`src/rtl/fpfa_pkg.sv`:
```
// ----------------------------------------------------------------------------
// fpfa_pkg
// shared constants, payload types and controller/datapath interface types
// for the fixed partition fit allocator
// ----------------------------------------------------------------------------
package fpfa_pkg;

    // table geometry
    localparam int NUM_PARTITIONS = 16;
    localparam int IDX_W          = (NUM_PARTITIONS > 1) ? $clog2(NUM_PARTITIONS) : 1;

    // field widths
    localparam int SIZE_W  = 16;
    localparam int OWNER_W = 8;
    localparam int ENTRY_W = SIZE_W + OWNER_W;

    // action codes
    localparam logic [1:0] ACT_LOAD  = 2'd0;
    localparam logic [1:0] ACT_ALLOC = 2'd1;
    localparam logic [1:0] ACT_READ  = 2'd2;

    // fit policy codes
    localparam logic [1:0] POL_FIRST = 2'd0;
    localparam logic [1:0] POL_BEST  = 2'd1;
    localparam logic [1:0] POL_WORST = 2'd2;

    // result status codes
    localparam logic [1:0] ST_LOADED    = 2'd0;
    localparam logic [1:0] ST_ALLOCATED = 2'd1;
    localparam logic [1:0] ST_NO_FIT    = 2'd2;
    localparam logic [1:0] ST_READ      = 2'd3;

    typedef struct packed {
        logic [1:0]         action;
        logic [3:0]         part_index;
        logic [SIZE_W-1:0]  part_size;
        logic [SIZE_W-1:0]  request_size;
        logic [OWNER_W-1:0] owner_id;
    } in_item_t;

    typedef struct packed {
        logic [1:0]         status;
        logic [3:0]         granted_index;
        logic [SIZE_W-1:0]  entry_size;
        logic               entry_free;
        logic [OWNER_W-1:0] entry_owner;
    } out_item_t;

    // which result the datapath builds this cycle
    typedef enum logic [2:0] {
        RES_NONE,
        RES_LOADED,
        RES_NO_FIT,
        RES_READ,
        RES_ALLOC
    } res_kind_t;

    typedef struct packed {
        logic      capture;
        logic      load_wr;
        logic      rd_issue;
        logic      scan_start;
        logic      scan_step;
        res_kind_t res_kind;
        logic      out_load;
    } cmd_t;

    typedef struct packed {
        logic [1:0] action;
        logic       policy_ok;
        logic       scan_last;
        logic       found;
    } sts_t;

endpackage

```
`src/rtl/fpfa_ram.sv`:
```
// ----------------------------------------------------------------------------
// fpfa_ram
// generic single write port, single read port ram with registered read
// ----------------------------------------------------------------------------
module fpfa_ram #(
    parameter int WIDTH = 8,
    parameter int DEPTH = 16
) (
    input  logic                                        aclk,
    input  logic                                        wr_en,
    input  logic [((DEPTH > 1) ? $clog2(DEPTH) : 1)-1:0] wr_addr,
    input  logic [WIDTH-1:0]                            wr_data,
    input  logic                                        rd_en,
    input  logic [((DEPTH > 1) ? $clog2(DEPTH) : 1)-1:0] rd_addr,
    output logic [WIDTH-1:0]                            rd_data
);
    logic [WIDTH-1:0] mem [DEPTH];
    logic [WIDTH-1:0] rd_data_reg;

    always_ff @(posedge aclk) begin
        if (wr_en) begin
            mem[wr_addr] <= wr_data;
        end
        if (rd_en) begin
            rd_data_reg <= mem[rd_addr];
        end
    end

    assign rd_data = rd_data_reg;

endmodule

```
`src/rtl/fpfa_datapath.sv`:
```
// ----------------------------------------------------------------------------
// fpfa_datapath
// partition table, fit scan compare, result and output registers
// ----------------------------------------------------------------------------
module fpfa_datapath
    import fpfa_pkg::*;
(
    input  logic       aclk,
    input  logic       aresetn,
    input  logic       cfg_wr_en,
    input  logic [1:0] cfg_wr_data,
    input  in_item_t   s_data,
    output out_item_t  m_data,
    input  cmd_t       cmd,
    output sts_t       sts
);
    in_item_t            in_reg;
    out_item_t           res_reg, res_next;
    out_item_t           m_data_reg;
    logic [1:0]          policy_reg;

    logic [NUM_PARTITIONS-1:0] free_reg, free_next;
    logic [NUM_PARTITIONS-1:0] loaded_reg, loaded_next;

    logic [IDX_W-1:0]    scan_cnt_reg, scan_cnt_next;
    logic [IDX_W-1:0]    cmp_idx_reg;
    logic                cmp_valid_reg;
    logic                found_reg, found_next;
    logic [IDX_W-1:0]    pick_reg, pick_next;
    logic [SIZE_W-1:0]   pick_size_reg, pick_size_next;

    logic                ram_wr_en;
    logic [IDX_W-1:0]    ram_wr_addr;
    logic [ENTRY_W-1:0]  ram_wr_data;
    logic                ram_rd_en;
    logic [IDX_W-1:0]    ram_rd_addr;
    logic [ENTRY_W-1:0]  ram_rd_data;

    logic                idx_in_range;
    logic [IDX_W-1:0]    idx_addr;
    logic [SIZE_W-1:0]   cur_size;
    logic                fits;
    logic                take;
    logic [7:0]          pick_ext;

    assign idx_in_range = (32'(in_reg.part_index) < NUM_PARTITIONS);
    assign idx_addr     = IDX_W'(in_reg.part_index);
    assign pick_ext     = 8'(pick_reg);

    // table entry: size in upper bits, owner in lower bits
    fpfa_ram #(
        .WIDTH (ENTRY_W),
        .DEPTH (NUM_PARTITIONS)
    ) u_table (
        .aclk    (aclk),
        .wr_en   (ram_wr_en),
        .wr_addr (ram_wr_addr),
        .wr_data (ram_wr_data),
        .rd_en   (ram_rd_en),
        .rd_addr (ram_rd_addr),
        .rd_data (ram_rd_data)
    );

    always_comb begin
        ram_rd_en   = cmd.scan_step | cmd.rd_issue;
        ram_rd_addr = cmd.scan_step ? scan_cnt_reg : idx_addr;
        if (cmd.res_kind == RES_ALLOC) begin
            ram_wr_en   = 1'b1;
            ram_wr_addr = pick_reg;
            ram_wr_data = {pick_size_reg, in_reg.owner_id};
        end else begin
            ram_wr_en   = cmd.load_wr & idx_in_range;
            ram_wr_addr = idx_addr;
            ram_wr_data = {in_reg.part_size, {OWNER_W{1'b0}}};
        end
    end

    // per-entry fit compare
    assign cur_size = ram_rd_data[ENTRY_W-1:OWNER_W];
    assign fits     = free_reg[cmp_idx_reg] && (cur_size >= in_reg.request_size);

    always_comb begin
        case (policy_reg)
            POL_FIRST: take = fits && !found_reg;
            POL_BEST:  take = fits && (!found_reg || (cur_size < pick_size_reg));
            POL_WORST: take = fits && (cur_size > pick_size_reg);
            default:   take = 1'b0;
        endcase
    end

    always_comb begin
        scan_cnt_next  = scan_cnt_reg;
        found_next     = found_reg;
        pick_next      = pick_reg;
        pick_size_next = pick_size_reg;
        if (cmd.scan_start) begin
            scan_cnt_next  = '0;
            found_next     = 1'b0;
            pick_next      = '0;
            pick_size_next = '0;
        end else begin
            if (cmd.scan_step) begin
                scan_cnt_next = scan_cnt_reg + 1'b1;
            end
            if (cmp_valid_reg && take) begin
                found_next     = 1'b1;
                pick_next      = cmp_idx_reg;
                pick_size_next = cur_size;
            end
        end
    end

    always_comb begin
        free_next   = free_reg;
        loaded_next = loaded_reg;
        if (cmd.load_wr && idx_in_range) begin
            free_next[idx_addr]   = 1'b1;
            loaded_next[idx_addr] = 1'b1;
        end
        if (cmd.res_kind == RES_ALLOC) begin
            free_next[pick_reg] = 1'b0;
        end
    end

    always_comb begin
        res_next = res_reg;
        case (cmd.res_kind)
            RES_LOADED: begin
                res_next        = '0;
                res_next.status = ST_LOADED;
            end
            RES_NO_FIT: begin
                res_next        = '0;
                res_next.status = ST_NO_FIT;
            end
            RES_READ: begin
                res_next        = '0;
                res_next.status = ST_READ;
                if (idx_in_range && loaded_reg[idx_addr]) begin
                    res_next.entry_size  = ram_rd_data[ENTRY_W-1:OWNER_W];
                    res_next.entry_free  = free_reg[idx_addr];
                    res_next.entry_owner = ram_rd_data[OWNER_W-1:0];
                end
            end
            RES_ALLOC: begin
                res_next               = '0;
                res_next.status        = ST_ALLOCATED;
                res_next.granted_index = pick_ext[3:0];
            end
            default: begin
                res_next = res_reg;
            end
        endcase
    end

    always_ff @(posedge aclk) begin
        if (!aresetn) begin
            policy_reg    <= POL_FIRST;
            free_reg      <= '0;
            loaded_reg    <= '0;
            cmp_valid_reg <= 1'b0;
            found_reg     <= 1'b0;
        end else begin
            if (cfg_wr_en) begin
                policy_reg <= cfg_wr_data;
            end
            free_reg      <= free_next;
            loaded_reg    <= loaded_next;
            cmp_valid_reg <= cmd.scan_step;
            found_reg     <= found_next;
        end
    end

    always_ff @(posedge aclk) begin
        if (cmd.capture) begin
            in_reg <= s_data;
        end
        if (cmd.scan_step) begin
            cmp_idx_reg <= scan_cnt_reg;
        end
        if (cmd.out_load) begin
            m_data_reg <= res_reg;
        end
        scan_cnt_reg  <= scan_cnt_next;
        pick_reg      <= pick_next;
        pick_size_reg <= pick_size_next;
        res_reg       <= res_next;
    end

    assign m_data = m_data_reg;

    assign sts.action    = in_reg.action;
    assign sts.policy_ok = (policy_reg == POL_FIRST) || (policy_reg == POL_BEST) ||
                           (policy_reg == POL_WORST);
    assign sts.scan_last = (scan_cnt_reg == IDX_W'(NUM_PARTITIONS - 1));
    assign sts.found     = found_reg;

endmodule

```
`src/rtl/fpfa_ctrl.sv`:
```
// ----------------------------------------------------------------------------
// fpfa_ctrl
// sequencing state machine: decode, table scan, commit and output handoff
// ----------------------------------------------------------------------------
module fpfa_ctrl
    import fpfa_pkg::*;
(
    input  logic aclk,
    input  logic aresetn,
    input  logic s_valid,
    output logic s_ready,
    output logic m_valid,
    input  logic m_ready,
    output cmd_t cmd,
    input  sts_t sts
);
    typedef enum logic [2:0] {
        S_IDLE,
        S_EXEC,
        S_RD_WAIT,
        S_SCAN,
        S_SCAN_TAIL,
        S_COMMIT,
        S_DONE
    } state_t;

    state_t state_reg, state_next;
    logic   m_valid_reg, m_valid_next;
    logic   out_free;

    assign out_free = !m_valid_reg || m_ready;

    always_comb begin
        state_next   = state_reg;
        m_valid_next = m_valid_reg;
        cmd          = '0;
        cmd.res_kind = RES_NONE;
        if (m_valid_reg && m_ready) begin
            m_valid_next = 1'b0;
        end
        case (state_reg)
            S_IDLE: begin
                if (s_valid) begin
                    cmd.capture = 1'b1;
                    state_next  = S_EXEC;
                end
            end
            S_EXEC: begin
                case (sts.action)
                    ACT_LOAD: begin
                        cmd.load_wr  = 1'b1;
                        cmd.res_kind = RES_LOADED;
                        state_next   = S_DONE;
                    end
                    ACT_READ: begin
                        cmd.rd_issue = 1'b1;
                        state_next   = S_RD_WAIT;
                    end
                    ACT_ALLOC: begin
                        if (sts.policy_ok) begin
                            cmd.scan_start = 1'b1;
                            state_next     = S_SCAN;
                        end else begin
                            cmd.res_kind = RES_NO_FIT;
                            state_next   = S_DONE;
                        end
                    end
                    default: begin
                        cmd.res_kind = RES_NO_FIT;
                        state_next   = S_DONE;
                    end
                endcase
            end
            S_RD_WAIT: begin
                cmd.res_kind = RES_READ;
                state_next   = S_DONE;
            end
            S_SCAN: begin
                cmd.scan_step = 1'b1;
                if (sts.scan_last) begin
                    state_next = S_SCAN_TAIL;
                end
            end
            S_SCAN_TAIL: begin
                state_next = S_COMMIT;
            end
            S_COMMIT: begin
                cmd.res_kind = sts.found ? RES_ALLOC : RES_NO_FIT;
                state_next   = S_DONE;
            end
            S_DONE: begin
                if (out_free) begin
                    cmd.out_load = 1'b1;
                    m_valid_next = 1'b1;
                    state_next   = S_IDLE;
                end
            end
            default: begin
                state_next = S_IDLE;
            end
        endcase
    end

    always_ff @(posedge aclk) begin
        if (!aresetn) begin
            state_reg   <= S_IDLE;
            m_valid_reg <= 1'b0;
        end else begin
            state_reg   <= state_next;
            m_valid_reg <= m_valid_next;
        end
    end

    assign s_ready = (state_reg == S_IDLE);
    assign m_valid = m_valid_reg;

endmodule

```
`src/rtl/fixed_partition_fit_allocator_unit.sv`:
```
// ----------------------------------------------------------------------------
// fixed_partition_fit_allocator_unit
// fixed partition table with first, best and worst fit allocation
// ----------------------------------------------------------------------------
//
// channel   ports                              moves
// -------   --------------------------------   ------------------------------
// input     s_valid, s_ready, s_data           one load/allocate/read request
// output    m_valid, m_ready, m_data           one status/result transaction
// config    cfg_wr_en, cfg_wr_data             fit policy, no wait
//
// load and unknown actions go from decode straight to the result, read waits
// on the registered table read, and allocate scans every partition: one table
// ram read per partition through the single read port sets the scan length
// synchronous active-low reset clears the policy, the free and loaded marks
// and the handshake state; the table ram itself is not cleared
// a finished result sits in the output register while the next transaction
// is accepted; m_ready low only stalls the block at its final handoff
//
module fixed_partition_fit_allocator_unit
    import fpfa_pkg::*;
(
    input  logic       aclk,
    input  logic       aresetn,
    // policy register
    input  logic       cfg_wr_en,
    input  logic [1:0] cfg_wr_data,
    // request channel
    input  logic       s_valid,
    output logic       s_ready,
    input  in_item_t   s_data,
    // result channel
    output logic       m_valid,
    input  logic       m_ready,
    output out_item_t  m_data
);
    // command and status between sequencer and datapath
    cmd_t cmd;
    sts_t sts;

    // sequencer: decode, scan pacing, commit, output handoff
    fpfa_ctrl u_ctrl (
        .aclk    (aclk),
        .aresetn (aresetn),
        .s_valid (s_valid),
        .s_ready (s_ready),
        .m_valid (m_valid),
        .m_ready (m_ready),
        .cmd     (cmd),
        .sts     (sts)
    );

    // datapath: partition table ram, free marks, fit compare, result regs
    fpfa_datapath u_datapath (
        .aclk        (aclk),
        .aresetn     (aresetn),
        .cfg_wr_en   (cfg_wr_en),
        .cfg_wr_data (cfg_wr_data),
        .s_data      (s_data),
        .m_data      (m_data),
        .cmd         (cmd),
        .sts         (sts)
    );

endmodule

```
`config.mk`:
```
export PLATFORM = sky130hd
export DESIGN_NAME = fixed_partition_fit_allocator_unit
export DESIGN_NICKNAME = d
export VERILOG_FILES = /design/src/rtl/fpfa_pkg.sv /design/src/rtl/fpfa_ram.sv /design/src/rtl/fpfa_datapath.sv /design/src/rtl/fpfa_ctrl.sv /design/src/rtl/fixed_partition_fit_allocator_unit.sv
export SDC_FILE = /design/constraint.sdc
export NUM_CORES = 1
export LEC_CHECK = 0
export ABC_AREA = 1
export BUFFER_PORTS_ARGS = -buffer_cell sky130_fd_sc_hd__buf_2
export CAP_MARGIN = 5
export CELL_PAD_IN_SITES_DETAIL_PLACEMENT = 1
export CELL_PAD_IN_SITES_GLOBAL_PLACEMENT = 2
export CORE_ASPECT_RATIO = 0.8
export CORE_MARGIN = 5
export CORE_UTILIZATION = 43
export DETAILED_ROUTE_END_ITERATION = 16
export GPL_TIMING_DRIVEN = 0
export PLACE_DENSITY_LB_ADDON = 0.1
export SYNTH_ARGS = -nofsm -noshare
export SYNTH_HDL_FRONTEND = slang
export SYNTH_SLANG_ARGS = --single-unit
```
`constraint.sdc`:
```
create_clock -name aclk -period 3.7 [get_ports aclk]
set_clock_uncertainty 0.2 [all_clocks]
set_input_delay 0.185 -clock aclk [delete_from_list [all_inputs] [get_ports aclk]]
set_output_delay 0.185 -clock aclk [all_outputs]
set_load 0.005 [all_outputs]
```
# Yosys cells after proc, flatten, opt, wreduce, memory -nomap -nowiden
# Memory sizes are Yosys's and may differ from the RTL's. A register that Yosys moved wholly into a read port is not among the register bits.
# Index checks and enable logic that the tools add are counted.
[word_totals]
register_bits = 176
mem_bits_rw = 384
in_bits = 53
output_inout_bits = 33
word_cells = 125
memories = 1
[op_classes]
addsub = 1
order_cmp = 8
eq_ne = 18
mux = 44
bitwise_logic = 6
n_reduce_logical = 21
[mem_list]
columns = ["memory", "depth", "width", "read_ports", "rd_ports_with_merged_regs", "wr", "line", "source"]
rows = [
  ["u_datapath.u_table.mem", 16, 24, 1, 1, 1, "fpfa_ram.sv:17", "logic [WIDTH-1:0] mem [DEPTH];"],
]
[ops]
columns = ["op", "n"]
rows = [
  ["$pmux W31 S4", 1],
  ["$mux W16", 2],
  ["$or A16 B16 Y16", 2],
  ["$mux W25", 1],
  ["$mux W24", 1],
  ["$mux W1", 20],
  ["$mux W3", 6],
  ["$pmux W3 S3", 2],
  ["$pmux W3 S6", 1],
  ["$and A16 B16 Y16", 1],
  ["$ge A16 B16 Y1", 1],
  ["$gt A16 B16 Y1", 1],
  ["$lt A16 B16 Y1", 1],
  ["$not A16 Y16", 1],
  ["$lt A4 B5 Y1 const B", 3],
  ["$bmux W1 S4", 3],
  ["$eq A3 B2 Y1 const B", 4],
  ["$eq A3 B3 Y1 const B", 4],
  ["$demux W1 S4", 2],
  ["$ge A4 B1 Y1 const B", 2],
  ["$logic_and A1 B1 Y1", 8],
  ["$mux W4", 2],
  ["$eq A3 B1 Y1 const B", 2],
  ["$pmux W3 S2", 1],
  ["17 further kinds", 26],
]

# Longest topological paths before layout
[logic_depth]
word_depth = 10
ltp_mapped = 19
depth_no_buf = 18

# Modules after synthesis
# From an unflattened synthesis, not the netlist that was laid out.
[unflattened]
hier_cells = 2448
area_unflattened_um2 = 25258.0
[modules_own_cells]
columns = ["module", "n_inst", "cells_each", "area_per_inst_um2", "seq_area_each_um2"]
rows = [
  ["fpfa_ram", 1, 1597, 17191.5, 12251.8],
  ["fpfa_datapath", 1, 790, 7724.9, 4564.4],
  ["fpfa_ctrl", 1, 61, 341.6, 80.1],
]

# Least setup slack after synthesis
# Ideal clock, no wire load.
[synth_timing]
kind = "register -> register"
startpoint = "register u_ctrl.state_reg[2]"
endpoint = "register u_datapath.m_data_reg, in the netlist u_datapath.m_data[0], enable pin"
setup_ns = 0.458
t_arrival_ns = 2.680
path_slack_ns = 0.362
path_stages_with_launch = 3
path_buffers = 0
cell_sequence = "dfxtp_1 -> nand2_1 -> nor3_1"
[synth_lines]
columns = ["item", "line", "source"]
rows = [
  ["start, declared", "fpfa_ctrl.sv:27", "state_t state_reg, state_next;"],
  ["start signal, assigned", "fpfa_ctrl.sv:109", "state_reg <= state_next;"],
  ["end signal, assigned", "fpfa_datapath.sv:182", "m_data_reg <= res_reg;"],
  ["end, declared", "fpfa_datapath.sv:19", "out_item_t m_data_reg;"],
]

# Worst setup path after layout
[layout_timing]
startpoint = "register u_ctrl.state_reg[0]"
endpoint = "memory u_datapath.u_table.mem[13][11] (netlist bit), enable pin"
[layout_between]
elab_chain_len = 6
[layout_rtl]
columns = ["item", "line", "source"]
rows = [
  ["$eq A3 B3 Y1, or another cell as far along", "fpfa_ctrl.sv:41", "case (state_reg)"],
  ["$pmux W3 S3", "fpfa_ctrl.sv:41", ""],
  ["$eq A3 B3 Y1", "fpfa_datapath.sv:67", "if (cmd.res_kind == RES_ALLOC) begin"],
  ["$mux W1", "fpfa_datapath.sv:67", ""],
  ["$mux W1", "fpfa_ram.sv:21", "if (wr_en) begin"],
  ["$mux W1 (implied by the code)", "fpfa_ram.sv:22", "mem[wr_addr] <= wr_data;"],
  ["end, declared", "fpfa_ram.sv:17", ""],
]
# Several ways; a longest one is shown, not always the timed one.

==> flow_summary.rst <==
.. list-table::
   :header-rows: 1

   * - Metric
     - Value
   * - Outcome
     - complete, no violations
   * - Post-route design area
     - around 28,000 um^2
   * - Post-detailed-placement cell area
     - between 20,000 and 30,000 um^2
   * - Critical path depth in cells
     - 11
   * - Share of the synthesized area in compound gates (AO/OA/AOI/OAI)
     - 0.117
   * - Clock transition at the registers of the reported paths
     - around 0.060 ns
   * - Flip-flop and latch count after synthesis
     - just under 600
   * - Post-Route WL
     - between 70 and 80 mm
   * - Cell-internal power
     - between 10 and 15 mW
   * - Number of top-level pins
     - 86
   * - Simple-gate share of the synthesized area
     - 0.101
   * - Clock Tree Buf Depth
     - 3
   * - Power per Cell Area
     - about 700 nW/um^2
   * - Startpoint of the most critical register-to-register path
     - u_ctrl.state_reg[0]$_SDFFE_PN0P_
   * - Adder and majority gate portion of the synthesized area
     - 0.0221
   * - Number of sinks driven by the clock tree
     - about 580
   * - Starting DRC count in detailed routing
     - 1,541
   * - Max reg flops
     - approximately 380
   * - TritonCTS clock tree
     - done
   * - Post-Route Utilization
     - 0.513
   * - Setup crit start kind
     - flip-flop
   * - Die Area
     - around 60,000 um^2
   * - Reg2Reg Capture Point
     - u_datapath.u_table.mem[13][11]$_DFFE_PP_
   * - Main combinational cell family by area after synthesis
     - compound AO/OA/AOI/OAI gates
   * - Total overflow reported by the global router
     - 0
   * - Net count, final
     - about 2.3k
   * - Avg Cell Area, Syn
     - 12.0 um^2
   * - Part of the total power dissipated in the clock network
     - 0.294
   * - Setup repair after global routing missed its margin
     - no
   * - Slew at the pin closest to its max-slew limit
     - 1.25 ns
   * - Post-DR vias/cell
     - roughly 5.5
   * - Number of stages on the worst hold path
     - 2
   * - Combinational cell fraction of total power
     - 0.277
   * - DRC
     - 0
   * - Top post-synthesis cells by area
     - edfxtp_1, dfxtp_1, nor2_1
   * - Net load switching power
     - 6.89 mW
   * - Cell breakdown of the critical path
     - inv_1, nor2_1, nand2_1, nor2_2, inv_1, buf_2, nor2_2, o21bai_1, nand3_1, nor2_4, buf_16
   * - Top fanout value on the critical path
     - 13
   * - Buffer cell driving the clock tree root
     - clkbuf_16
   * - Detailed-placement wirelength estimate
     - 52.7 mm
   * - Detail Route Antenna Nets
     - 0
   * - Critical Setup Path Class
     - flip-flop to flip-flop
   * - Total negative setup slack
     - 0 ns
   * - Minimum clock period
     - between 3 and 4 ns
   * - Via count of the first global-routing pass
     - around 17k
   * - Crit path largest cell delay
     - roughly 0.65 ns
   * - First-pass detailed-route iteration total
     - 5
   * - Post-synth design cell area
     - about 24,000 um^2
   * - Synthesized-area fraction occupied by xor and xnor cells
     - 0
   * - Post-CTS Setup Bufs
     - 0
   * - Worst Hold Margin
     - between 0.06 and 0.07 ns
   * - Top delay family on crit path
     - simple AND/OR/NAND/NOR gates
   * - Syn Nets
     - around 2.1k
   * - VDD IR-drop max
     - roughly 0.4 mV
   * - Clock latency on the worst-skew pair
     - 0.64 ns
   * - Global router's overall resource usage
     - 0.251
   * - Ratio of final minimum period to clock period
     - 0.949
   * - Sequential-to-total area share from yosys stat
     - 0.712
   * - CP endpoint kind
     - flip-flop
   * - Worst Path Buf+Inv
     - 4
   * - Ratio of cells with drive above 1 in the final layout
     - 0.125
   * - Worst rel slew slack
     - 0.161
   * - Proportion of synthesized area in mux cells
     - 0
   * - Max-slew violation count
     - 0
   * - Synthesized instance count
     - 1,974
   * - Standby leakage power
     - roughly 9.9 nW
   * - Initial standard-cell utilization of the core
     - 0.432
   * - Flop2flop setup slack
     - about 0.19 ns
   * - Number of distinct library cells after synthesis
     - approximately 40
   * - First-pass GRT wire length
     - about 110 mm
   * - Final hold violation count
     - 0
   * - Area of the core
     - around 55,000 um^2
   * - Leading area contributor after synthesis
     - edfxtp_1
   * - Fillers
     - roughly 5.7k
   * - Synth top area share
     - 0.658
   * - Data required, critical path
     - 3.83 ns
   * - Min-Delay Startpoint
     - s_data[9]
   * - Achievable Freq
     - 285 MHz
   * - Class of the tightest hold or removal check
     - input pin to flip-flop
   * - Diode count
     - 0
   * - Yosys warns
     - 0
   * - Sequential cell area
     - roughly 17,000 um^2
   * - H-tree lvl count
     - 2
   * - Num CTS Buffers
     - 60
   * - Core Rows
     - between 70 and 80
   * - Worst-case reg-to-reg path depth
     - 11
   * - Vias
     - ~17k
   * - Area growth, synth to finish
     - 18.9%
   * - CTS resizes
     - 0
   * - Fraction of power consumed by sequential logic
     - 0.429
   * - Setup-violating endpoint count in the final report
     - 0
   * - Largest net degree at the start of global routing
     - 33
   * - Chip Width
     - 273 um
   * - Initial antenna violation count
     - 1
   * - Slowest library cell on the worst path
     - nor2_4
   * - Number of maximum-capacitance violations
     - 0
   * - Count of port buffers added during placement
     - between 80 and 90
   * - Destination of the worst hold path
     - u_datapath.in_reg[9]$_DFFE_PP_
   * - Global placer's final weighted congestion
     - roughly 0.88
   * - Critical path arrival
     - ~3.6 ns
   * - WL/cell
     - 25.2 um
   * - Sw Share
     - 0.347
   * - Total power draw
     - ~20 mW
   * - Die span in y
     - 220 um
   * - Area taken by multi-input logic gates
     - 5840 um^2
==> worst register-to-register path, stage by stage, from the launching register on <==
cell,delay (ns)
dfxtp_1,0.45
inv_1,0.10
nor2_1,0.13
nand2_1,0.10
nor2_2,0.24
inv_1,0.14
buf_2,0.23
nor2_2,0.16
o21bai_1,0.18
nand3_1,0.38
nor2_4,0.65
buf_16,0.24
==> placed cells by master (no fill, tap or decap), types with 5 or more instances in the layout <==
master,count
buf_2,127
a221oi_1,8
clkbuf_1,72
buf_12,9
nor2_4,17
o22ai_1,6
a211oi_1,9
clkbuf_16,60
nor3b_1,8
ha_1,42
inv_2,5
nand3_1,42
o21ai_1,41
clkinv_2,8
a21oi_1,79
o21ai_0,216
nand2_1,149
nor3_1,22
buf_16,10
a22oi_1,6
dfxtp_1,64
nand4_1,22
edfxtp_1,520
dlygate4sd3_1,52
o211ai_1,97
inv_1,176
buf_4,16
clkinv_1,15
nor2_1,321
buf_6,7
==> Yosys cell counts, drive strengths merged <==
cell      n
a22oi     6
o21a      1
o22ai     6
edfxtp  520
nand2   149
nand3    44
clkinv    1
o221ai    2
o21ai   259
or2       1
nor2    340
ha       42
clkbuf   51
nor3     23
o21bai    2
and3      1
a21oi    80
a211oi    9
nand4    22
a22o      2
a311oi    1
a221oi   10
buf      48
a21o      1
dfxtp    64
a31oi     2
o211ai   97
nor3b     8
inv     182
==> worst max-delay path by stage <==
stage | from | endpoint | slack (ns)
floorplan | u_ctrl.state_reg[2]$_SDFFE_PN0P_ | u_datapath.m_data[0]$_DFFE_PP_ | 0.36
global placement | u_ctrl.state_reg[0]$_SDFFE_PN0P_ | u_datapath.u_table.mem[1][21]$_DFFE_PP_ | -1.48
detailed placement | u_ctrl.state_reg[0]$_SDFFE_PN0P_ | u_datapath.u_table.mem[13][15]$_DFFE_PP_ | 0.15
CTS | u_ctrl.state_reg[0]$_SDFFE_PN0P_ | u_datapath.u_table.mem[13][11]$_DFFE_PP_ | 0.16
global route | u_ctrl.state_reg[0]$_SDFFE_PN0P_ | u_datapath.u_table.mem[13][10]$_DFFE_PP_ | 0.008
finish | u_ctrl.state_reg[0]$_SDFFE_PN0P_ | u_datapath.u_table.mem[13][11]$_DFFE_PP_ | 0.19
==> per-layer routing <==
| layer | vias up | global-route usage | part of all wire |
|---|---|---|---|
| li1 | 7529 | - | - |
| met1 | 8428 | 0.367 | 0.46 |
| met2 | 547 | 0.397 | 0.45 |
| met3 | 98 | 0.0450 | 0.068 |
| met4 | 0 | 0.0558 | 0.019 |
| met5 | - | 0 | 0 |
==> layout make-up <==
type / count / share of cell area
tap: 750 / 0.0332
clock buffer: 84 / 0.0574
sequential: 584 / 0.599
buffer: 99 / 0.0163
clock inverter: 29 / 0.00838
inverter: 183 / 0.0244
multi-input combinational: 1108 / 0.207
timing repair buffer: 174 / 0.0548
==> power groups by stage <==
stage | clock (mW) | sequential [mW] | combinational, mW
2_1_floorplan | 0 | 8.55 | 3.01
3_5_place_dp | 0 | 8.66 | 5.41
3_3_place_gp | 0 | 8.71 | 4.98
5_1_grt | 6.25 | 8.57 | 6.01
6_report | 5.83 | 8.52 | 5.49
4_1_cts | 5.95 | 8.53 | 5.49
==> through the flow <==
step / instances / worst slack, ns
3_5_place_dp: 2846 / 0.148
5_1_grt: 3011 / 0.00828
2_1_floorplan: 1974 / 0.362
6_report: 3011 / 0.189
4_1_cts: 3011 / 0.157
3_3_place_gp: 2809 / -1.48
==> timing repair <==
action | 4_1_cts | 5_1_grt
hold buffers | 52 | 0
endpoints found under the hold margin | 71 | 0
setup endpoints to repair | 0 | 0
==> kinds of logic after synthesis <==
group | count (synthesis)
fa+ha+maj | 42
buf+inv | 282
flops | 584
compound gates | 478
simple gates | 588
Note: power is estimated with default switching activity, not from simulation.
